[src/sv/pfd_pkg.sv]
package pfd_pkg;

    // Field widths fixed by the port definition.
    localparam int FREQ_W      = 27;
    localparam int TARGET_W    = FREQ_W + 2;
    localparam int N_W         = 4;
    localparam int P_FRAC_BITS = 24;

    // Recommended window for the integer ratio.
    localparam logic [TARGET_W-1:0] N_MIN = TARGET_W'(6);
    localparam logic [TARGET_W-1:0] N_MAX = TARGET_W'(12);

    // Control word that travels alongside each beat through the pipeline.
    typedef struct packed {
        logic valid;
        logic on;
        logic half;
        logic err;
    } t_ctl;

endpackage

[src/sv/pfd_cell.sv]
module pfd_cell #(
    parameter int NQ_W = pfd_pkg::TARGET_W + pfd_pkg::P_FRAC_BITS + 1
) (
    input  logic                       i_clk,
    input  logic                       i_rst_n,
    input  logic                       i_en,
    input  pfd_pkg::t_ctl              i_ctl,
    input  logic [pfd_pkg::FREQ_W-1:0] i_rem,
    input  logic [pfd_pkg::FREQ_W-1:0] i_div,
    input  logic [NQ_W-1:0]            i_nq,
    output pfd_pkg::t_ctl              o_ctl,
    output logic [pfd_pkg::FREQ_W-1:0] o_rem,
    output logic [pfd_pkg::FREQ_W-1:0] o_div,
    output logic [NQ_W-1:0]            o_nq
);
    import pfd_pkg::*;

    logic [FREQ_W:0]   shifted;
    logic [FREQ_W+1:0] diff;
    logic              ge;
    t_ctl              r_ctl;
    logic [FREQ_W-1:0] r_rem;
    logic [FREQ_W-1:0] r_div;
    logic [NQ_W-1:0]   r_nq;

    // One restoring division step: bring down the next dividend bit, try
    // subtracting the divisor, and shift the quotient bit into the freed slot.
    always_comb begin
        shifted = {i_rem, i_nq[NQ_W-1]};
        diff    = {1'b0, shifted} - {2'b00, i_div};
        ge      = ~diff[FREQ_W+1];
    end

    always_ff @(posedge i_clk) begin
        if (!i_rst_n) begin
            r_ctl <= '0;
        end else if (i_en) begin
            r_ctl <= i_ctl;
        end
    end

    always_ff @(posedge i_clk) begin
        if (i_en) begin
            r_rem <= ge ? diff[FREQ_W-1:0] : shifted[FREQ_W-1:0];
            r_div <= i_div;
            r_nq  <= {i_nq[NQ_W-2:0], ge};
        end
    end

    assign o_ctl = r_ctl;
    assign o_rem = r_rem;
    assign o_div = r_div;
    assign o_nq  = r_nq;

endmodule

[config.mk]
export PLATFORM = sky130hd
export DESIGN_NAME = pfd_cell
export DESIGN_NICKNAME = d
export VERILOG_FILES = /design/src/sv/pfd_pkg.sv /design/src/sv/pfd_cell.sv
export SDC_FILE = /design/constraint.sdc
export NUM_CORES = 1
export LEC_CHECK = 0
export BUFFER_PORTS_ARGS = -buffer_cell sky130_fd_sc_hd__buf_2
export CORE_UTILIZATION = 48
export DETAILED_ROUTE_END_ITERATION = 16
export PLACE_DENSITY = 0.82
export SLEW_MARGIN = 20
export SYNTH_ARGS = -nofsm -noshare
export SYNTH_HDL_FRONTEND = slang
export SYNTH_SLANG_ARGS = --single-unit
[constraint.sdc]
create_clock -name i_clk -period 4.3 [get_ports i_clk]
set_input_delay 0.86 -clock i_clk [delete_from_list [all_inputs] [get_ports i_clk]]
set_output_delay 0.86 -clock i_clk [all_outputs]
set_load 0.05 [all_outputs]
==> flow_metrics.py <==
metrics = {
    "timing": {
        "worstMarginPinSlew_ns": 0.708,
        "setup_viol": 0,
        "final.setup.tns_ns": 0,
        "whs_ns": 0.523,
        "fmax_ghz": 0.296,
        "min_period_ns": 3.37,
        "relSlewSlack_pct": 52.3,
        "setup_ws_ns": 0.926,
        "slew_violations": 0,
        "fin_skew_ns": 0,
        "hold_viol": 0,
        "period_share_pct": 78.5,
        "rsz0062_at_grt": "false",
    },
    "clock_tree": {
        "clk_root_buffer_cell": "clkbuf_16",
        "cts_resized": 0,
        "h-tree-depth": 3,
        "clockBufferDepth": 2,
        "cts_made_buffers": 9,
        "cts_setup_buffers": 0,
        "insertion_delay_ns": 0.35,
        "cts_tree": "done",
        "clkTransAtPathRegs_ns": 0.07,
        "clock-sinks": 112,
        "cts_hold_buffers": 0,
    },
    "critical_path": {
        "timing.rr.end": "o_ctl[3]$_SDFFE_PN0P_",
        "worst-setup-path-type": "input port to register",
        "arrival_ns": 3.48,
        "worst_path_largest_cell_delay_ns": 0.42,
        "startpoint": "i_nq[53]",
        "worstPathMaxFanout": 19,
        "start_kind": "input port",
        "ff2ff_path_depth": 2,
        "ff2ff_setup_slack_ns": 3.65,
        "slowest_stage": "fa_1",
        "cp-endpoint": "o_rem[12]$_DFFE_PP_",
        "crit_required_ns": 4.40,
        "cp-end-kind": "register",
        "crit_path_cell_trace": "buf_2, inv_1, ha_1, fa_1, nand2b_1, a21oi_1, o211a_1, o31a_1, nor2_8, inv_6, mux2_2",
        "worstReg2RegStart": "o_ctl[3]$_SDFFE_PN0P_",
    },
    "logic_synthesis": {
        "synthFlopType": "edfxtp_1",
        "yosys_warnings": 0,
        "syn_area_um2": 5450,
        "yosysMostFrequentCell": "edfxtp_1",
        "yosys.area.top_type_share_pct": 59.5,
        "synth-compound-area-share_pct": 13.8,
        "yosysSeqAreaShare_pct": 60.9,
        "synth_mux_area_share_pct": 4.01,
        "synthXorXnorAreaFrac_pct": 2.41,
        "ys_types": 61,
        "synth_top_family_by_area": "compound AO/OA/AOI/OAI gates",
        "synth_nets": 565,
        "synth_edf_count": 108,
        "yosys.area.top_type": "edfxtp_1",
        "syn_inst": 422,
        "syn_area_per_cell_um2": 12.9,
        "synth_fa_ha_area_share_pct": 6.56,
        "ys_ff_latch": 112,
        "yosys-top-cells-count": "edfxtp_1 (108), inv_1 (33), a21oi_1 (32), nand2_1 (31), ha_1 (27)",
        "yosys-top-cells-area": "edfxtp_1 (59%), ha_1 (6.2%), a21oi_1 (2.9%)",
        "synth_async_sr_flop_share_pct": 0,
        "yosys.area_share.simple_pct": 8.88,
    },
    "route": {
        "routed_wl_mm": 14.2,
        "antenna_left": 0,
        "wire_per_inst_um": 17.7,
        "first_pass_iters": 5,
        "num_vias": 4352,
        "via_per_inst": 5.42,
        "drt_iter0_markers": 320,
        "drc": 0,
    },
    "grt": {
        "overflow": 0,
        "grt_pass1_vias": 4234,
        "grt_antenna_before_repair": 1,
        "grt_pass1_wl_mm": 21.1,
        "grt_max_degree": 53,
        "grtUsageTotal_pct": 24.0,
    },
    "layout": {
        "area_growth_pct": 29.4,
        "nFillCells": 852,
        "fin_nets": 799,
        "drive_above_1_share_pct": 40.8,
        "fin_util_pct": 64.5,
    },
    "placement": {
        "preCtsSetupSlack_ns": 0.589,
        "gp_congestion": 0.878,
        "dpl.hpwl_mm": 11.1,
        "portBuffers": 226,
    },
    "floorplan": {
        "coreArea_um2": 10900,
        "die_x_um": 109,
        "dieArea_um2": 11800,
        "rows": 38,
        "initial_utilization_pct": 49.9,
        "ios": 227,
        "die_y_um": 109,
    },
    "pwr": {
        "powerDensity_nw_per_um2": 441,
        "p_leak_nw": 3.12,
        "ir_drop_v": 0.000313,
        "power.total_w": 0.00311,
    },
    "min_path": {
        "holdCritPathClass": "register to register",
    },
    "run": {
        "max_cap_viol_count": 0,
    },
    "outcome": {
        "status": "completed",
    },
}
-- registers in the layout, summed over array words and instances, names as in the netlist --
name and cells:
o_div 27, o_rem 27, o_nq 54, o_ctl 4
-- power by group --
part           internal, W  switching, W  total [W]
Sequential         0.00132     0.0000266    0.00135
Clock             0.000465      0.000404   0.000869
Combinational     0.000254      0.000639   0.000893
-- worst min-delay path by stage --
stage,startpoint,end,slack [ns],cells after the start
after floorplan,o_ctl[0]$_SDFFE_PN0P_,o_ctl[0]$_SDFFE_PN0P_,0.74,2
after global routing,o_ctl[0]$_SDFFE_PN0P_,o_ctl[0]$_SDFFE_PN0P_,0.57,2
final,o_ctl[0]$_SDFFE_PN0P_,o_ctl[0]$_SDFFE_PN0P_,0.52,2
after detailed placement,o_ctl[0]$_SDFFE_PN0P_,o_ctl[0]$_SDFFE_PN0P_,0.51,2
after global placement,o_ctl[3]$_SDFFE_PN0P_,o_ctl[3]$_SDFFE_PN0P_,0.50,2
after CTS,o_ctl[0]$_SDFFE_PN0P_,o_ctl[0]$_SDFFE_PN0P_,0.53,2
-- logic make-up (layout without fill, tap and decap cells) --
logic type      count (synthesis)  after routing
compound gates                109            109
xor+xnor                       15             15
fa+ha+maj                      28             28
buf+inv                        41            280
flops                         112            112
mux                            19             19
other cells                     0              2
simple gates                   98             98
-- area by class of cell --
type	count	area, um2	share of cell area [%]
clock inverter	7	87.6	1.24
inverter	34	133	1.88
antenna	2	5.00	0.0709
tap	140	175	2.48
clock buffer	9	225	3.19
timing repair buffer	230	1160	16.5
multi-input combinational	269	1940	27.5
sequential	112	3320	47.1
-- critical path: cells and delay by family --
kind                     cells  cell delay, ns
AO/OA/AOI/OAI                3            0.97
adder cells (fa/ha/maj)      2            0.63
buffers and inverters        3            0.32
multiplexers                 1            0.37
AND/OR/NAND/NOR              2            0.31
-- cells in the final DEF (no fill, tap or decap), types with 2 or more instances in the layout --
cell type / netlist / final
a211oi_1: 4 / 4
a21boi_0: 2 / 2
a21o_1: 4 / 4
a21oi_1: 32 / 32
a31oi_1: 2 / 2
and3_1: 2 / 2
buf_2: 2 / 225
buf_4: 0 / 5
clkbuf_16: 0 / 9
dfxtp_1: 4 / 4
diode_2: 0 / 2
edfxtp_1: 108 / 108
ha_1: 27 / 27
inv_1: 33 / 33
inv_6: 1 / 3
mux2_2: 11 / 11
mux2_4: 3 / 3
mux2i_1: 5 / 5
nand2_1: 31 / 31
nand2b_1: 6 / 6
nand3_1: 11 / 11
nand4_1: 3 / 3
nor2_1: 16 / 16
nor2b_1: 8 / 8
nor3_1: 12 / 12
nor4_1: 2 / 2
o211ai_1: 3 / 3
o21a_1: 14 / 14
o21ai_0: 16 / 16
o31a_1: 2 / 2
o31ai_1: 7 / 7
o32ai_1: 2 / 2
or3_1: 3 / 3
xnor2_1: 10 / 10
xor2_1: 5 / 5
-- metrics by stage --
stage                     instance area, um2  instances
after global routing                    7050        801
after global placement                  6740        785
after floorplan                         5450        422
final                                   7060        803
after CTS                               7050        801
after detailed placement                6740        785
-- per-layer routing --
layer | track usage (%) | vias up | wire length, um
met4 | 11.3 | 0 | 441
met5 | 0 | - | 0
met2 | 41.8 | 196 | 7160
li1 | - | 2072 | -
met3 | 7.84 | 30 | 1170
met1 | 26.3 | 2054 | 5460
No activity file was read; power rests on OpenSTA's default activity.
