<file path="config.mk">
export PLATFORM = sky130hd
export DESIGN_NAME = pfd_prep_flat
export DESIGN_NICKNAME = d
export VERILOG_FILES = /design/src/sv/pfd_pkg.sv /design/src/sv/pfd_if.sv /design/src/sv/pfd_prep.sv /design/src/flat_wrapper.sv
export SDC_FILE = /design/constraint.sdc
export NUM_CORES = 1
export LEC_CHECK = 0
export BUFFER_PORTS_ARGS = -buffer_cell sky130_fd_sc_hd__clkbuf_2
export CAP_MARGIN = 15
export CORE_MARGIN = 2
export CORE_UTILIZATION = 50
export DETAILED_ROUTE_END_ITERATION = 10
export GPL_ROUTABILITY_DRIVEN = 0
export PLACE_DENSITY = 0.92
export SYNTH_ARGS = -nofsm -noshare
export SYNTH_HDL_FRONTEND = slang
export SYNTH_SLANG_ARGS = --single-unit
</file>
<file path="constraint.sdc">
create_clock -name i_clk -period 6.4 [get_ports i_clk]
set_clock_uncertainty 0.1 [all_clocks]
set_input_delay 1.6 -clock i_clk [delete_from_list [all_inputs] [get_ports i_clk]]
set_output_delay 1.6 -clock i_clk [all_outputs]
set_load 0.02 [all_outputs]
</file>
<file path="src/sv/pfd_pkg.sv">
package pfd_pkg;

    // Field widths fixed by the port definition.
    localparam int FREQ_W      = 27;
    localparam int TARGET_W    = FREQ_W + 2;
    localparam int N_W         = 4;
    localparam int P_FRAC_BITS = 24;

    // Recommended window for the integer ratio.
    localparam logic [TARGET_W-1:0] N_MIN = TARGET_W'(6);
    localparam logic [TARGET_W-1:0] N_MAX = TARGET_W'(12);

    // Control word that travels alongside each beat through the pipeline.
    typedef struct packed {
        logic valid;
        logic on;
        logic half;
        logic err;
    } t_ctl;

endpackage

</file>
<file path="src/sv/pfd_if.sv">
// Request channel: reference and wanted output frequency.
interface pfd_in_if;
    logic                       valid;
    logic                       ready;
    logic [pfd_pkg::FREQ_W-1:0] ref_freq_hz;
    logic [pfd_pkg::FREQ_W-1:0] out_freq_hz;

    modport source (output valid, output ref_freq_hz, output out_freq_hz, input ready);
    modport sink   (input valid, input ref_freq_hz, input out_freq_hz, output ready);
endinterface


</file>
<file path="src/sv/pfd_prep.sv">
module pfd_prep #(
    parameter int NQ_W = pfd_pkg::TARGET_W + pfd_pkg::P_FRAC_BITS + 1
) (
    input  logic                       i_clk,
    input  logic                       i_rst_n,
    input  logic                       i_en,
    pfd_in_if.sink                     i_in,
    output pfd_pkg::t_ctl              o_ctl,
    output logic [pfd_pkg::FREQ_W-1:0] o_rem,
    output logic [pfd_pkg::FREQ_W-1:0] o_div,
    output logic [NQ_W-1:0]            o_nq
);
    import pfd_pkg::*;

    logic [TARGET_W-1:0] target;
    logic [TARGET_W:0]   six_ref;
    logic                half;
    logic [FREQ_W-1:0]   div;
    t_ctl                n_ctl;
    t_ctl                r_ctl;
    logic [FREQ_W-1:0]   r_div;
    logic [NQ_W-1:0]     r_nq;

    // The whole pipeline moves together, so the input takes a beat whenever it moves.
    assign i_in.ready = i_en;

    // Target is four times the output. A ratio below the minimum means
    // target < 6 * ref, in which case the reference is halved.
    always_comb begin
        target  = {i_in.out_freq_hz, 2'b00};
        six_ref = {1'b0, i_in.ref_freq_hz, 2'b00} + {2'b00, i_in.ref_freq_hz, 1'b0};
        half    = ({1'b0, target} < six_ref);
        div     = half ? {1'b0, i_in.ref_freq_hz[FREQ_W-1:1]} : i_in.ref_freq_hz;

        n_ctl.valid = i_in.valid;
        n_ctl.on    = (i_in.ref_freq_hz != '0) && (i_in.out_freq_hz != '0);
        n_ctl.half  = half;
        n_ctl.err   = half && (div == '0);
    end

    always_ff @(posedge i_clk) begin
        if (!i_rst_n) begin
            r_ctl <= '0;
        end else if (i_en) begin
            r_ctl <= n_ctl;
        end
    end

    // Dividend is target followed by the fraction bits plus one rounding bit.
    always_ff @(posedge i_clk) begin
        if (i_en) begin
            r_div <= div;
            r_nq  <= NQ_W'(target) << (NQ_W - TARGET_W);
        end
    end

    assign o_ctl = r_ctl;
    assign o_rem = '0;
    assign o_div = r_div;
    assign o_nq  = r_nq;

endmodule

</file>
<file path="src/flat_wrapper.sv">
// flat-port wrapper written by rule: the top's interface ports become plain ports
module pfd_prep_flat import pfd_pkg::*;
#(
    parameter int NQ_W = pfd_pkg::TARGET_W + pfd_pkg::P_FRAC_BITS + 1
)
  (i_clk, i_rst_n, i_en, o_ctl, o_rem, o_div, o_nq, i_in_valid, i_in_ref_freq_hz, i_in_out_freq_hz, i_in_ready);
  pfd_in_if i_in_i ();
  input  logic i_clk;
  input  logic i_rst_n;
  input  logic i_en;
  output pfd_pkg::t_ctl o_ctl;
  output logic [pfd_pkg::FREQ_W-1:0] o_rem;
  output logic [pfd_pkg::FREQ_W-1:0] o_div;
  output logic [NQ_W-1:0] o_nq;
  input wire logic [$bits(i_in_i.valid)-1:0] i_in_valid;
  input wire logic [$bits(i_in_i.ref_freq_hz)-1:0] i_in_ref_freq_hz;
  input wire logic [$bits(i_in_i.out_freq_hz)-1:0] i_in_out_freq_hz;
  output wire logic [$bits(i_in_i.ready)-1:0] i_in_ready;
  assign i_in_i.valid = i_in_valid;
  assign i_in_i.ref_freq_hz = i_in_ref_freq_hz;
  assign i_in_i.out_freq_hz = i_in_out_freq_hz;
  assign i_in_ready = i_in_i.ready;
  pfd_prep #(.NQ_W(NQ_W)) u_core (.i_clk(i_clk), .i_rst_n(i_rst_n), .i_en(i_en), .i_in(i_in_i), .o_ctl(o_ctl), .o_rem(o_rem), .o_div(o_div), .o_nq(o_nq));
endmodule
</file>
==> metrics.yaml <==
detailed_routing:
  routed_wl_mm: 12.0
  post_drt_wl_per_cell_um: 16.6
  vias: 4007
  ant_nets: 0
  drtIter0Drc: 315
  dr.pass1.iters: 5
  drc: 0
  vias_per_cell: 5.53
die:
  ioPinCount: 171
  dieArea_mm2: 0.0102
  core_area_mm2: 0.00920
  num_rows: 35
  die_y_um: 101
  die_w_um: 101
  initial_core_util_pct: 51.4
worst_setup_path:
  crit_buf_inv: 3
  critPathCaptureType: "flip-flop"
  critPathKind: "in -> reg"
  path_delay_family: "compound AO/OA/AOI/OAI gates"
  crit_fanout: 12
  worstPathArrival_ns: 6.03
  r2r-start: "u_core.o_ctl[1]"
  r2r_end: "u_core.o_ctl[1]"
  startpoint_type: "input port"
  cp.required_ns: 6.39
  r2r.worst_path.cells: 2
  crit_chain: "clkbuf_2 -> inv_1 -> ha_1 -> and4_1 -> a21oi_2 -> o221ai_2 -> o21a_1 -> a221o_1 -> a21oi_2 -> o21ai_1 -> a21oi_1 -> xor2_1 -> ha_1 -> a21o_1 -> a21o_1 -> a21oi_1 -> nor2b_1 -> o21ai_0 -> nand2b_1 -> a221oi_2 -> a2111oi_4 -> buf_12 -> mux2_1"
  worst_path_max_delay_cell: "ha_1"
  cp.depth: 23
  slowest_delay_ns: 0.37
  regToRegSetupSlack_ns: 5.61
power:
  swShare_pct: 34.1
  power.net_switching_w: 0.000459
  p_int_w: 0.000888
  power_frac_comb_pct: 37.9
  power_leakage_nw: 2.81
  irDropWorstVdd_v: 0.0000904
  p_clk_share_pct: 26.9
  p_per_area_mw_per_mm2: 235
  power_frac_seq_pct: 35.2
clock_tree:
  ctsHoldBuffers: 0
  cts_sinks: 58
  cts-htree-levels: 3
  cts_root_buf: "clkbuf_8"
  tritoncts: "yes"
  cts.clk_slew.worst_paths_ns: 0.06
  cts_buffers: 9
  clkLatencyLatePin_ns: 0.34
  clock_path_buffers: 2
synth:
  synth_simple_gate_area_share_pct: 9.93
  syn_inst: 447
  async_flop_share_pct: 0
  synth_compound_area_share_pct: 13.2
  synth_edf_count: 54
  yosysWarnings: 0
  synthMuxAreaShare_pct: 5.75
  yosys-top-cells-area: "edfxtp_1, ha_1, buf_4, mux2i_1, a21oi_1"
  synth_cell_types: 52
  synth_top_family_by_area: "adder cells"
  ys_seq_elements: 58
  synth_ff_type: "edfxtp_1"
  post-synth-top-area-cell: "edfxtp_1"
  yosys.area_share.xor_xnor_pct: 4.45
  synth.cell_area_mm2: 0.00472
  synth_seq_area_share_pct: 36.0
  synthAdderAreaFrac_pct: 18.2
  synth_top_area_share_pct: 34.3
  avgSynthCellArea_um2: 10.6
layout:
  final_area_mm2: 0.00574
  diodes: 0
  syn_to_final_growth_pct: 21.5
  layout_commonest_cell: "clkbuf_2"
  nets: 734
  final_cell_mix: "clkbuf_2, ha_1, conb_1, edfxtp_1, buf_4"
  drive_above_1_share_pct: 29.0
  fillers: 672
worst_hold_path:
  hold-path-cell-count: 2
  worstHoldEndpoint: "u_core.o_ctl[2]"
  hp-class: "reg -> reg"
  min_from: "u_core.o_ctl[2]"
timing:
  timing.final.crit_share_pct: 94.4
  hold_violations: 0
  setup_viol: 0
  slew-limit-headroom_pct: 53.8
  worst_slew_pin_slew_ns: 0.693
  fmax_mhz: 165
  tns_ns: 0
  rsz0062_at_grt: "false"
  fin_crit_ns: 6.04
  slew_violations: 0
placed_design:
  port_buffers: 116
  post_dp_cell_area_mm2: 0.00548
  dp_hpwl_mm: 9.50
grt:
  gr-total-overflow: 0
  first_global_vias: 3767
  antenna_found_initial: 0
  grtUsageTotal_pct: 22.9
  grt_max_degree: 37
  grt_first_pass_wirelength_mm: 18.5
status:
  status: "completed"
job:
  max-cap-violations: 0
[sequential cells by signal (all words and copies together) (netlist names)]
register	flops
u_core.o_nq	27
u_core.o_div	27
u_core.o_ctl	4
[power by group through the flow]
stage | Sequential, W | Clock (W) | Combinational [W]
2_1_floorplan | 0.000533 | 0 | 0.000296
6_report | 0.000474 | 0.000362 | 0.000511
3_5_place_dp | 0.000482 | 0 | 0.000482
5_1_grt | 0.000478 | 0.000379 | 0.000556
4_1_cts | 0.000474 | 0.000368 | 0.000487
3_3_place_gp | 0.000481 | 0 | 0.000458
[stage by stage]
step	power (W)	hold slack (ns)	std cells	utilization [%]	setup WS [ns]
floorplan	0.000829	0.445	500	-	0.556
global placement	0.000939	0.364	704	59.5	-0.0975
detailed placement	0.000964	0.373	704	59.5	-0.376
CTS	0.00133	0.381	720	61.8	0.0439
global route	0.00141	0.402	724	62.4	0.0549
finish	0.00135	0.380	724	62.4	0.356
[worst max path at each step]
stage / from / slack (ns) / endpoint
floorplan: i_in_ref_freq_hz[0] / 0.56 / u_core.o_div[25]
global placement: i_in_ref_freq_hz[1] / -0.1 / u_core.o_div[25]
detailed placement: i_in_ref_freq_hz[1] / -0.38 / u_core.o_div[16]
CTS: i_in_ref_freq_hz[1] / 0.04 / u_core.o_div[18]
global route: i_in_ref_freq_hz[1] / 0.05 / u_core.o_div[25]
finish: i_in_ref_freq_hz[8] / 0.36 / u_core.o_div[25]
[worst register-to-register path: cells and delay by family, from the launching register on]
| family | cells | cell delay, ns |
|---|---|---|
| compound gates | 2 | 0.24 |
| flops | 1 | 0.32 |
[cells in the mapped netlist, drive strengths merged (2+ instances only)]
cell type,number
ha,67
nand2b,7
o211ai,3
nor2,6
and2,3
nand4,8
nor4,11
nand3,7
a41oi,2
xnor2,13
nand2,17
o21bai,5
a221oi,2
and4,3
o21a,2
xor2,11
a2111oi,3
and3,3
inv,36
a21o,13
nor2b,6
edfxtp,54
a211oi,4
o21ai,18
nor3,4
nor4b,3
a21oi,32
dfxtp,4
mux2i,26
buf,58
[what timing repair did]
| item | 4_1_cts | 5_1_grt |
|---|---|---|
| gates resized for setup | 0 | 4 |
| setup buffers | 0 | 4 |
| cloned | 0 | 0 |
| endpoints found under the setup margin | 13 | 29 |
| pin swaps | 1 | 2 |
[area by class of cell]
cell class / instances / area, um^2 / area share (%)
flip-flops and latches: 58 / 1700 / 29.6
inverters: 36 / 135 / 2.35
clock inverters: 6 / 81.3 / 1.42
repair buffers: 156 / 906 / 15.8
multi-input cells: 347 / 2650 / 46.2
well taps: 111 / 139 / 2.42
clock buffers: 10 / 128 / 2.22
[logic make-up after synthesis]
| group | after synthesis |
|---|---|
| flops | 58 |
| other cells | 1 |
| mux | 27 |
| fa+ha+maj | 68 |
| compound gates | 93 |
| xor+xnor | 24 |
| buf+inv | 95 |
| simple gates | 81 |
[per-layer routing]
layer	global-route usage, %	wire [um]	vias to the layer above
met5	0	0	-
met3	4.97	1060	44
met4	10.5	508	0
li1	-	-	1864
met2	38.5	5660	248
met1	28.1	4760	1851
Note: power is estimated with default switching activity, not from simulation.
