[src/sv/pfd_pkg.sv]
package pfd_pkg;

    // Field widths fixed by the port definition.
    localparam int FREQ_W      = 27;
    localparam int TARGET_W    = FREQ_W + 2;
    localparam int N_W         = 4;
    localparam int P_FRAC_BITS = 24;

    // Recommended window for the integer ratio.
    localparam logic [TARGET_W-1:0] N_MIN = TARGET_W'(6);
    localparam logic [TARGET_W-1:0] N_MAX = TARGET_W'(12);

    // Control word that travels alongside each beat through the pipeline.
    typedef struct packed {
        logic valid;
        logic on;
        logic half;
        logic err;
    } t_ctl;

endpackage

[src/sv/pfd_if.sv]


// Result channel: one set of PLL settings per request.
interface pfd_out_if #(
    parameter int K_W = pfd_pkg::P_FRAC_BITS + 1
);
    logic                    valid;
    logic                    ready;
    logic                    pll_on;
    logic                    prescale_half;
    logic [pfd_pkg::N_W-1:0] n_int;
    logic [K_W-1:0]          k_frac;
    logic                    n_warning;
    logic                    div_error;

    modport source (output valid, output pll_on, output prescale_half, output n_int,
                    output k_frac, output n_warning, output div_error, input ready);
    modport sink   (input valid, input pll_on, input prescale_half, input n_int,
                    input k_frac, input n_warning, input div_error, output ready);
endinterface

[src/sv/pfd_finish.sv]
module pfd_finish #(
    parameter int FRAC_BITS = pfd_pkg::P_FRAC_BITS,
    parameter int NQ_W      = pfd_pkg::TARGET_W + pfd_pkg::P_FRAC_BITS + 1
) (
    input  logic            i_clk,
    input  logic            i_rst_n,
    input  pfd_pkg::t_ctl   i_ctl,
    input  logic [NQ_W-1:0] i_nq,
    output logic            o_en,
    pfd_out_if.source       o_out
);
    import pfd_pkg::*;

    logic [TARGET_W-1:0]  ratio;
    logic [FRAC_BITS+1:0] frac_inc;
    logic                 n_on;
    logic                 n_half;
    logic [N_W-1:0]       n_n;
    logic [FRAC_BITS:0]   n_k;
    logic                 n_warn;
    logic                 n_err;
    logic                 r_valid;
    logic                 r_on;
    logic                 r_half;
    logic [N_W-1:0]       r_n;
    logic [FRAC_BITS:0]   r_k;
    logic                 r_warn;
    logic                 r_err;

    // The pipeline advances unless a finished beat is still waiting here.
    assign o_en = ~r_valid | o_out.ready;

    // Quotient holds the integer ratio on top and one extra fraction bit at
    // the bottom; adding one and dropping that bit rounds half up.
    always_comb begin
        ratio    = i_nq[NQ_W-1 -: TARGET_W];
        frac_inc = {1'b0, i_nq[FRAC_BITS:0]} + (FRAC_BITS+2)'(1);

        n_on   = 1'b0;
        n_half = 1'b0;
        n_n    = '0;
        n_k    = '0;
        n_warn = 1'b0;
        n_err  = 1'b0;
        if (i_ctl.on && i_ctl.err) begin
            // Halved reference of zero: no usable ratio.
            n_on   = 1'b1;
            n_half = 1'b1;
            n_warn = 1'b1;
            n_err  = 1'b1;
        end else if (i_ctl.on) begin
            n_on   = 1'b1;
            n_half = i_ctl.half;
            n_n    = ratio[N_W-1:0];
            n_k    = frac_inc[FRAC_BITS+1:1];
            n_warn = (ratio < N_MIN) || (ratio > N_MAX);
        end
    end

    always_ff @(posedge i_clk) begin
        if (!i_rst_n) begin
            r_valid <= 1'b0;
        end else if (o_en) begin
            r_valid <= i_ctl.valid;
        end
    end

    always_ff @(posedge i_clk) begin
        if (o_en) begin
            r_on   <= n_on;
            r_half <= n_half;
            r_n    <= n_n;
            r_k    <= n_k;
            r_warn <= n_warn;
            r_err  <= n_err;
        end
    end

    assign o_out.valid         = r_valid;
    assign o_out.pll_on        = r_on;
    assign o_out.prescale_half = r_half;
    assign o_out.n_int         = r_n;
    assign o_out.k_frac        = r_k;
    assign o_out.n_warning     = r_warn;
    assign o_out.div_error     = r_err;

endmodule

[src/flat_wrapper.sv]
// flat-port wrapper written by rule: the top's interface ports become plain ports
module pfd_finish_flat import pfd_pkg::*;
#(
    parameter int FRAC_BITS = pfd_pkg::P_FRAC_BITS,
    parameter int NQ_W      = pfd_pkg::TARGET_W + pfd_pkg::P_FRAC_BITS + 1
)
  (i_clk, i_rst_n, i_ctl, i_nq, o_en, o_out_valid, o_out_pll_on, o_out_prescale_half, o_out_n_int, o_out_k_frac, o_out_n_warning, o_out_div_error, o_out_ready);
  pfd_out_if o_out_i ();
  input  logic i_clk;
  input  logic i_rst_n;
  input  pfd_pkg::t_ctl i_ctl;
  input  logic [NQ_W-1:0] i_nq;
  output logic o_en;
  output wire logic [$bits(o_out_i.valid)-1:0] o_out_valid;
  output wire logic [$bits(o_out_i.pll_on)-1:0] o_out_pll_on;
  output wire logic [$bits(o_out_i.prescale_half)-1:0] o_out_prescale_half;
  output wire logic [$bits(o_out_i.n_int)-1:0] o_out_n_int;
  output wire logic [$bits(o_out_i.k_frac)-1:0] o_out_k_frac;
  output wire logic [$bits(o_out_i.n_warning)-1:0] o_out_n_warning;
  output wire logic [$bits(o_out_i.div_error)-1:0] o_out_div_error;
  input wire logic [$bits(o_out_i.ready)-1:0] o_out_ready;
  assign o_out_valid = o_out_i.valid;
  assign o_out_pll_on = o_out_i.pll_on;
  assign o_out_prescale_half = o_out_i.prescale_half;
  assign o_out_n_int = o_out_i.n_int;
  assign o_out_k_frac = o_out_i.k_frac;
  assign o_out_n_warning = o_out_i.n_warning;
  assign o_out_div_error = o_out_i.div_error;
  assign o_out_i.ready = o_out_ready;
  pfd_finish #(.FRAC_BITS(FRAC_BITS), .NQ_W(NQ_W)) u_core (.i_clk(i_clk), .i_rst_n(i_rst_n), .i_ctl(i_ctl), .i_nq(i_nq), .o_en(o_en), .o_out(o_out_i));
endmodule
[config.mk]
export PLATFORM = sky130hd
export DESIGN_NAME = pfd_finish_flat
export DESIGN_NICKNAME = d
export VERILOG_FILES = /design/src/sv/pfd_pkg.sv /design/src/sv/pfd_if.sv /design/src/sv/pfd_finish.sv /design/src/flat_wrapper.sv
export SDC_FILE = /design/constraint.sdc
export NUM_CORES = 1
export LEC_CHECK = 0
export BUFFER_PORTS_ARGS = -buffer_cell sky130_fd_sc_hd__buf_2
export CAP_MARGIN = 20
export CORE_MARGIN = 8
export CORE_UTILIZATION = 40
export DETAILED_ROUTE_END_ITERATION = 8
export PLACE_DENSITY = 0.84
export SKIP_CTS_REPAIR_TIMING = 1
export SYNTH_ARGS = -nofsm -noshare
export SYNTH_HDL_FRONTEND = slang
export SYNTH_SLANG_ARGS = --single-unit
[constraint.sdc]
create_clock -name i_clk -period 1.7 [get_ports i_clk]
set_clock_uncertainty 0.15 [all_clocks]
set_input_delay 0.255 -clock i_clk [delete_from_list [all_inputs] [get_ports i_clk]]
set_output_delay 0.255 -clock i_clk [all_outputs]
set_load 0.05 [all_outputs]
==> flow_summary.json, run 1 <==
{
  "status": "complete, no violations",
  "drive_gt1_frac": 0.449,
  "clockBufferDepth": 2,
  "synth_area_leader_cell": "edfxtp_1",
  "postSynthCellCount": 158,
  "critPathLaunch": "i_nq[0]",
  "finalHoldViolations": 0,
  "ir_drop_uv": 385,
  "row_count": 24,
  "io_buffers": 95,
  "final_nets": 333,
  "area_growth_syn_to_layout_pct": 41.0,
  "ys_seq_elements": 34,
  "dp_cells": 316,
  "reg2reg_from": "u_core.o_out.valid",
  "power.leakage_uw": 0.00116,
  "post_drt_via_cell_ratio": 5.21,
  "core_area_mm2": 0.00432,
  "yosys-top-cells-area": "edfxtp_1 (55%), xor2_1 (5.4%), nor2_1 (4.0%), and4_1 (3.9%), and2_1 (2.4%)",
  "whs_path_depth": 3,
  "hp-start": "i_ctl[3]",
  "seqPwrFrac": 0.488,
  "yosysUniqueCellTypes": 35,
  "hold_path_end": "u_core.o_out.valid",
  "ys_seq_area_frac": 0.565,
  "r2r-end": "u_core.o_out.k_frac[12]",
  "io_pins": 96,
  "crit_arrival_ns": 1.51,
  "rrSetupSlack_ns": 0.55,
  "tns_ns": 0,
  "firstDrtPassIters": 4,
  "synth_nets": 220,
  "floorplan.die_area_mm2": 0.00687,
  "drtAntennaViolNets": 0,
  "clock_sinks": 34,
  "overflow": 0,
  "clockPowerShare": 0.269,
  "fin_crit_ns": 1.53,
  "p_int_uw": 1400,
  "cts-root-buf": "clkbuf_8",
  "drcViolationCount": 0,
  "pwr-share-comb": 0.242,
  "relSlewSlack": 0.744,
  "cts_tree": "yes",
  "ys_warn_count": 0,
  "timing.fmax_mhz": 654,
  "nFillCells": 396,
  "h-tree-depth": 2,
  "wl_per_cell_um": 15.3,
  "slew_violations": 0,
  "netSwitchingPower_uw": 637,
  "cp-end-kind": "flop",
  "p_sw_frac": 0.312,
  "grt_max_degree": 27,
  "crit_buf_inv": 1,
  "grt_pass1_vias": 1734,
  "drt_iter0_markers": 101,
  "async_flop_share": 0,
  "ys.flop_type": "edfxtp_1",
  "fin_crit_sh": 0.899,
  "gp_congestion": 0.781,
  "die_h_um": 82.9,
  "dp_hpwl_mm": 4.04,
  "start_util": 0.414,
  "rsz0062_at_grt": "no",
  "cpLargestDelayFamily": "simple AND/OR/NAND/NOR gates",
  "cp_slowest_cell": "or3_1",
  "clk_pin_slew_worst_paths_ns": 0.07,
  "path_cells": "buf_2 -> ha_1 -> and4_1 -> nand4_2 -> or3_1 -> a21oi_1",
  "netlist_area_mm2": 0.00179,
  "hp-class": "in2reg",
  "critPathMaxStageDelay_ns": 0.35,
  "diodes": 0,
  "worstRegToRegCells": 2,
  "crit_fanout": 6,
  "avgSynthCellArea_um2": 11.3,
  "grt_use_total": 0.143,
  "insertion_delay_ns": 0.28,
  "criticalPathCategory": "in2reg",
  "final_cells": 324,
  "worstPathRequired_ns": 1.68,
  "die_w_um": 82.9,
  "via_count": 1688,
  "grt_pass1_wl_mm": 8.22,
  "maxCapViolations": 0,
  "setup_viol": 0,
  "tightest_slew_ns": 0.383,
  "totalWireLength_mm": 4.94,
  "power_density_mw_per_mm2": 808,
  "synth_edf_count": 33,
  "antenna_found_initial": 0,
  "worst_hold_slack_ns": 0.0637,
  "netlist.area_leader.share": 0.553,
  "cts_buffers": 5,
  "worst_setup_path_start_kind": "primary input"
}
## state kept, by name (all words and copies together), names as in the netlist
register,count
u_core.o_out.pll_on,1
u_core.o_out.k_frac,25
u_core.o_out.n_warning,1
u_core.o_out.n_int,4
u_core.o_out.valid,1
u_core.o_out.prescale_half,1
u_core.o_out.div_error,1
## how the worst max path moves through the flow
stage	endpoint	slack [ns]	cells past startpoint
2_1_floorplan	u_core.o_out.k_frac[23]	0.02	6
3_3_place_gp	u_core.o_out.k_frac[23]	-0.02	6
3_5_place_dp	u_core.o_out.k_frac[17]	-0.10	6
4_1_cts	u_core.o_out.k_frac[17]	0.19	6
5_1_grt	u_core.o_out.k_frac[21]	0.08	6
6_report	u_core.o_out.k_frac[17]	0.17	6
## Yosys cell counts, types with 6 or more instances
| master | n |
|---|---|
| xor2_1 | 11 |
| o21ai_0 | 7 |
| nand4_1 | 7 |
| and2_1 | 7 |
| edfxtp_1 | 33 |
| nor2_1 | 19 |
| nand2_1 | 8 |
| or3_1 | 6 |
| and4_1 | 8 |
| nand3_1 | 8 |
| a21oi_1 | 8 |
| nor4_1 | 6 |
## metal layers
metal | part of all wire | GRT usage | up-vias
li1 | - | - | 833
met1 | 0.41 | 0.161 | 788
met2 | 0.50 | 0.237 | 59
met3 | 0.070 | 0.0537 | 8
met4 | 0.020 | 0.0559 | 0
met5 | 0 | 0 | -
## kinds of logic (layout without fill, tap and decap cells)
logic type                 Yosys count  after routing  synth area share
and+or+nand+nor                     79             79             0.261
xor gates and xnor gates            14             14            0.0685
AOI/OAI and AO/OA                   23             23            0.0776
buffers and inverters                7            121            0.0217
DFF                                 34             34             0.565
adders and majority gates            1              1           0.00699
## metrics by stage
| step | area [µm²] | worst slack, ns | util | power, µW |
|---|---|---|---|---|
| floorplan | 1800 | 0.0183 | - | 1320 |
| global placement | 2440 | -0.0187 | 0.565 | 1500 |
| detailed placement | 2440 | -0.102 | 0.565 | 1510 |
| CTS | 2520 | 0.191 | 0.584 | 2060 |
| global route | 2520 | 0.0792 | 0.584 | 2130 |
| finish | 2520 | 0.171 | 0.584 | 2040 |
## power groups by stage
| stage | clock network (µW) | registers [µW] | logic [µW] |
|---|---|---|---|
| 2_1_floorplan | 0 | 1230 | 90.9 |
| 3_3_place_gp | 0 | 1010 | 489 |
| 3_5_place_dp | 0 | 1010 | 497 |
| 4_1_cts | 565 | 997 | 498 |
| 5_1_grt | 606 | 1000 | 525 |
| 6_report | 549 | 996 | 494 |
## layout by cell type, fill, tap and decap left out, types with 2 or more instances in the layout
master    instances
buf_2            95
edfxtp_1         33
nor2_1           19
buf_4            16
xor2_1           11
and4_1            8
nand2_1           8
nand3_1           8
a21oi_1           8
and2_1            7
nand4_1           7
o21ai_0           7
nor4_1            6
or3_1             6
clkbuf_8          5
xnor2_1           3
clkinv_1          3
a31oi_1           2
a41o_1            2
## final cells by class
cell class	count	area [µm²]	share of cell area
Sequential cell	34	1010	0.401
Multi-Input combinational cell	117	748	0.296
Timing Repair Buffer	112	616	0.244
Clock buffer	5	68.8	0.0273
Tap cell	52	65.1	0.0258
Clock inverter	3	11.3	0.00446
Inverter	1	3.75	0.00149
## worst register-to-register path: cells and delay by family, from the launching register on
family        cells  cell delay [ns]
buf+inv           1             0.21
simple gates      1             0.16
flops             1             0.33
No activity file was read; power rests on OpenSTA's default activity.
==> run 2, diff against run 1 <==
--- a/config.mk
+++ b/config.mk
@@ -8,9 +8,10 @@
 export BUFFER_PORTS_ARGS = -buffer_cell sky130_fd_sc_hd__buf_2
 export CAP_MARGIN = 20
 export CORE_MARGIN = 8
-export CORE_UTILIZATION = 40
+export CORE_UTILIZATION = 42
+export CTS_BUF_LIST = sky130_fd_sc_hd__clkbuf_8
 export DETAILED_ROUTE_END_ITERATION = 8
-export PLACE_DENSITY = 0.84
+export PLACE_DENSITY = 0.87
 export SKIP_CTS_REPAIR_TIMING = 1
 export SYNTH_ARGS = -nofsm -noshare
 export SYNTH_HDL_FRONTEND = slang
==> run 2 against run 1 <==
Compared with the run above: sequential power barely moved; first-iteration DRC count up 3.0%; critical path depth is the same; worst hold slack gained 0.0015 ns; power down 0.80%; sequential share of layout area rose by 0.30 points; largest power group unchanged.
==> flow_summary.json, run 2 (synthesized netlist as in run 1, its figures left out) <==
{
  "cts_buffers": 5,
  "tightest_slew_ns": 0.477,
  "h-tree-depth": 2,
  "via_count": 1665,
  "ir_drop_uv": 382,
  "core_area_mm2": 0.00406,
  "cts_tree": "yes",
  "fin_crit_ns": 1.48,
  "power.leakage_uw": 0.00116,
  "criticalPathCategory": "in2reg",
  "worst_hold_slack_ns": 0.0652,
  "floorplan.die_area_mm2": 0.00661,
  "wl_per_cell_um": 15.6,
  "crit_arrival_ns": 1.45,
  "finalHoldViolations": 0,
  "fin_crit_sh": 0.869,
  "worstRegToRegCells": 2,
  "status": "complete, no violations",
  "reg2reg_from": "u_core.o_out.valid",
  "path_cells": "buf_2 -> ha_1 -> and4_1 -> nand4_2 -> or3_1 -> a21oi_1",
  "total_power_uw": 2020,
  "final_area_mm2": 0.00250,
  "row_count": 23,
  "cp_slowest_cell": "or3_1",
  "clockBufferDepth": 2,
  "grt_max_degree": 15,
  "insertion_delay_ns": 0.28,
  "crit_end": "u_core.o_out.k_frac[17]",
  "critPathLaunch": "i_nq[0]",
  "final_core_util": 0.617,
  "crit_fanout": 6,
  "totalWireLength_mm": 4.99,
  "layout_common_cells": "buf_2 (95), edfxtp_1 (33), nor2_1 (19), buf_4 (17), xor2_1 (11)",
  "drcViolationCount": 0,
  "overflow": 0,
  "hp-start": "i_ctl[3]",
  "clk_pin_slew_worst_paths_ns": 0.06,
  "drtAntennaViolNets": 0,
  "maxCapViolations": 0,
  "hp-class": "in2reg",
  "critPathMaxStageDelay_ns": 0.34,
  "worstPathRequired_ns": 1.68,
  "start_util": 0.441,
  "dp_hpwl_mm": 4.04,
  "setup_viol": 0,
  "final_common_cell": "buf_2",
  "rrSetupSlack_ns": 0.50,
  "r2r-end": "u_core.o_out.k_frac[20]",
  "final_nets": 333,
  "area_growth_syn_to_layout_pct": 39.9,
  "post_dp_cell_area_mm2": 0.00243,
  "antenna_found_initial": 0,
  "clock_sinks": 34,
  "nFillCells": 339,
  "largest_reg_flops": 25,
  "die_w_um": 81.3,
  "slew_violations": 0,
  "die_h_um": 81.3,
  "tns_ns": 0,
  "cp-end-kind": "flop",
  "post_drt_via_cell_ratio": 5.19,
  "rsz0062_at_grt": "no",
  "drive_gt1_frac": 0.450,
  "grt_use_total": 0.154,
  "grt_pass1_wl_mm": 7.98,
  "firstDrtPassIters": 4,
  "timing.fmax_mhz": 677,
  "grt_pass1_vias": 1727,
  "io_pins": 96,
  "diodes": 0,
  "drt_iter0_markers": 104,
  "io_buffers": 95,
  "relSlewSlack": 0.682,
  "worst_setup_path_start_kind": "primary input",
  "power_density_mw_per_mm2": 808,
  "gp_congestion": 0.782,
  "cts-root-buf": "clkbuf_8"
}
## run 2: changes by cell type in the layout (fill, tap and decap cells not counted)
cell / before / now
buf_12: 1 / 0
clkinv_1: 3 / 0
inv_1: 1 / 3
buf_4: 16 / 17
## run 2: how the worst min path moves through the flow
stage                    endpoint  slack, ns  depth (start not counted)
6_report       u_core.o_out.valid       0.07                          3
5_1_grt        u_core.o_out.valid       0.07                          2
3_5_place_dp   u_core.o_out.valid       0.36                          3
2_1_floorplan  u_core.o_out.valid       0.24                          2
3_3_place_gp   u_core.o_out.valid       0.35                          3
4_1_cts        u_core.o_out.valid       0.06                          3
## run 2: cell type report
class	count	area [µm²]	share of cell area
timing repair buffer	112	603	0.241
sequential	34	1010	0.404
inverter	1	3.75	0.00150
multi-input combinational	117	748	0.299
clock buffer	5	68.8	0.0275
clock inverter	2	7.51	0.00300
tap	50	62.6	0.0250
## run 2: metrics by stage
step / setup WS (ns) / std cells
2_1_floorplan: 0.0183 / 158
3_3_place_gp: -0.00973 / 314
3_5_place_dp: -0.0363 / 314
4_1_cts: 0.210 / 321
5_1_grt: 0.131 / 321
6_report: 0.223 / 321
## run 2: per-layer routing
metal | wire [µm] | vias to the layer above | global-route usage
li1 | - | 827 | -
met1 | 2050 | 766 | 0.173
met2 | 2540 | 65 | 0.273
met3 | 349 | 7 | 0.0430
met4 | 45 | 0 | 0.0482
met5 | 0 | - | 0
## run 2: critical path: cells and delay by family
| kind | cells | cell delay, ns |
|---|---|---|
| simple gates | 3 | 0.78 |
| compound gates | 1 | 0.17 |
| fa+ha+maj | 1 | 0.16 |
| buf+inv | 1 | 0.10 |
## run 2: power breakdown
group	leakage [µW]	internal (µW)	switching [µW]	total, µW
sequential	0.000382	982	14.2	997
clock	0.0000466	269	266	535
combinational	0.000732	144	347	491
==> run 3, diff against run 2 <==
--- a/config.mk
+++ b/config.mk
@@ -8,10 +8,10 @@
 export BUFFER_PORTS_ARGS = -buffer_cell sky130_fd_sc_hd__buf_2
 export CAP_MARGIN = 20
 export CORE_MARGIN = 8
-export CORE_UTILIZATION = 42
+export CORE_UTILIZATION = 46
 export CTS_BUF_LIST = sky130_fd_sc_hd__clkbuf_8
 export DETAILED_ROUTE_END_ITERATION = 8
-export PLACE_DENSITY = 0.87
+export PLACE_DENSITY = 0.9
 export SKIP_CTS_REPAIR_TIMING = 1
 export SYNTH_ARGS = -nofsm -noshare
 export SYNTH_HDL_FRONTEND = slang
==> constraint.sdc (replaced) <==
create_clock -name i_clk -period 1.55 [get_ports i_clk]
set_clock_uncertainty 0.15 [all_clocks]
set_input_delay 0.2325 -clock i_clk [delete_from_list [all_inputs] [get_ports i_clk]]
set_output_delay 0.2325 -clock i_clk [all_outputs]
set_load 0.05 [all_outputs]
==> run 3 against run 2 <==
Compared with the run above: sequential share of layout area decreased by 1.8 points; power increased by 12%; die area decreased by 7.0%; global-route usage increased by 1.7 points; critical path depth decreased by 4; combinational power increased by 16%; clock power increased by 11%; routed wire length increased by 4.8%; sequential cell count unchanged; worst hold slack got worse by 0.014 ns; final cell count increased by 3.4%; setup slack got worse by 0.15 ns.
==> flow_summary.json, run 3 (synthesized netlist as in run 1, its figures left out) <==
{
  "io_pins": 96,
  "crit_arrival_ns": 1.09,
  "clk_pin_slew_worst_paths_ns": 0.06,
  "netSwitchingPower_uw": 698,
  "p_sw_frac": 0.309,
  "fin_crit_ns": 1.47,
  "final_common_cell": "buf_2",
  "critPathMaxStageDelay_ns": 0.33,
  "rsz0062_at_grt": "no",
  "seqPwrFrac": 0.485,
  "slew_violations": 0,
  "gp_congestion": 0.859,
  "drcViolationCount": 0,
  "hp-class": "in2reg",
  "finalHoldViolations": 0,
  "final_nets": 345,
  "crit_fanout": 11,
  "cp_slowest_cell": "dfxtp_2",
  "die_w_um": 78.4,
  "cp-end-kind": "output port",
  "die_h_um": 78.4,
  "final_core_util": 0.707,
  "floorplan.die_area_mm2": 0.00614,
  "grt.busiest_layer": "met2",
  "clockBufferDepth": 2,
  "dp_hpwl_mm": 4.32,
  "grt_pass1_wl_mm": 8.57,
  "power.leakage_uw": 0.00123,
  "tightest_slew_ns": 0.292,
  "start_util": 0.482,
  "grt_use_met2": 0.312,
  "power_density_mw_per_mm2": 859,
  "drtAntennaViolNets": 0,
  "ir_drop_uv": 771,
  "pwr-share-comb": 0.252,
  "grt_use_met1": 0.183,
  "wl_per_cell_um": 15.8,
  "largest_reg_flops": 25,
  "diodes": 0,
  "cts-root-buf": "clkbuf_8",
  "grt_use_total": 0.171,
  "totalWireLength_mm": 5.23,
  "crit_buf_inv": 1,
  "status": "complete, no violations",
  "timing.fmax_mhz": 678,
  "relSlewSlack": 0.803,
  "gr-usage-met3": 0.0444,
  "h-tree-depth": 2,
  "cts_tree": "yes",
  "core_area_mm2": 0.00372,
  "insertion_delay_ns": 0.27,
  "fin_crit_sh": 0.951,
  "drive_gt1_frac": 0.486,
  "pre_cts_slack_ns": -0.176,
  "post_drt_via_cell_ratio": 5.23,
  "antenna_found_initial": 0,
  "via_count": 1736,
  "grt_max_degree": 26,
  "area_growth_syn_to_layout_pct": 46.7,
  "layout_setup_ws_ns": 0.0761,
  "worst_setup_path_start_kind": "flop",
  "row_count": 22,
  "overflow": 0,
  "layout_common_cells": "buf_2 (95), edfxtp_1 (33), buf_4 (28), nor2_1 (19), xor2_1 (11)",
  "setup_viol": 0,
  "total_power_uw": 2260,
  "criticalPathCategory": "reg2out",
  "clock_sinks": 34,
  "path_cells": "nand2b_4 -> buf_2",
  "maxCapViolations": 0,
  "grt_pass1_vias": 1832,
  "p_int_uw": 1560,
  "drt_iter0_markers": 105,
  "cpLargestDelayFamily": "flip-flops",
  "firstDrtPassIters": 4,
  "clockPowerShare": 0.263,
  "worstPathRequired_ns": 1.17,
  "nFillCells": 296,
  "io_buffers": 95,
  "cts_buffers": 5
}
-- run 3: power by group through the flow --
stage               logic, µW  clock network (µW)  registers (µW)
finish                    569                 593            1090
global route              602                 648            1100
CTS                       571                 607            1090
detailed placement        569                   0            1110
global placement          558                   0            1110
floorplan                 102                   0            1350
-- run 3: stage by stage --
step	setup TNS [ns]	cell area, µm²	hold slack (ns)	instances
floorplan	0	1820	0.214	158
global placement	-0.767	2540	0.319	324
detailed placement	-1.65	2540	0.332	324
CTS	0	2630	0.0450	332
global route	0	2630	0.0414	332
finish	0	2630	0.0515	332
-- run 3: worst paths after layout --
kind                                         start                       to  slack (ns)  cells past startpoint
worst max-delay path            u_core.o_out.valid                     o_en        0.08                      2
worst min-delay path                      i_ctl[2]      u_core.o_out.pll_on        0.05                      1
worst max register to register  u_core.o_out.valid  u_core.o_out.k_frac[16]        0.38                      2
worst min register to register  u_core.o_out.valid   u_core.o_out.k_frac[0]        0.52                      1
-- run 3: cell type report --
class / instances / area (µm²) / area share
clock buffers: 5 / 68.8 / 0.0262
clock inverters: 3 / 12.5 / 0.00476
inverters: 1 / 3.75 / 0.00143
multi-input cells: 117 / 763 / 0.291
flip-flops and latches: 34 / 1010 / 0.385
well taps: 48 / 60.1 / 0.0229
repair buffers: 124 / 706 / 0.269
-- run 3: layer usage --
metal | vias to the layer above | wire length, µm
li1 | 856 | -
met5 | - | 0
met1 | 814 | 1970
met4 | 0 | 104
met3 | 9 | 308
met2 | 57 | 2850
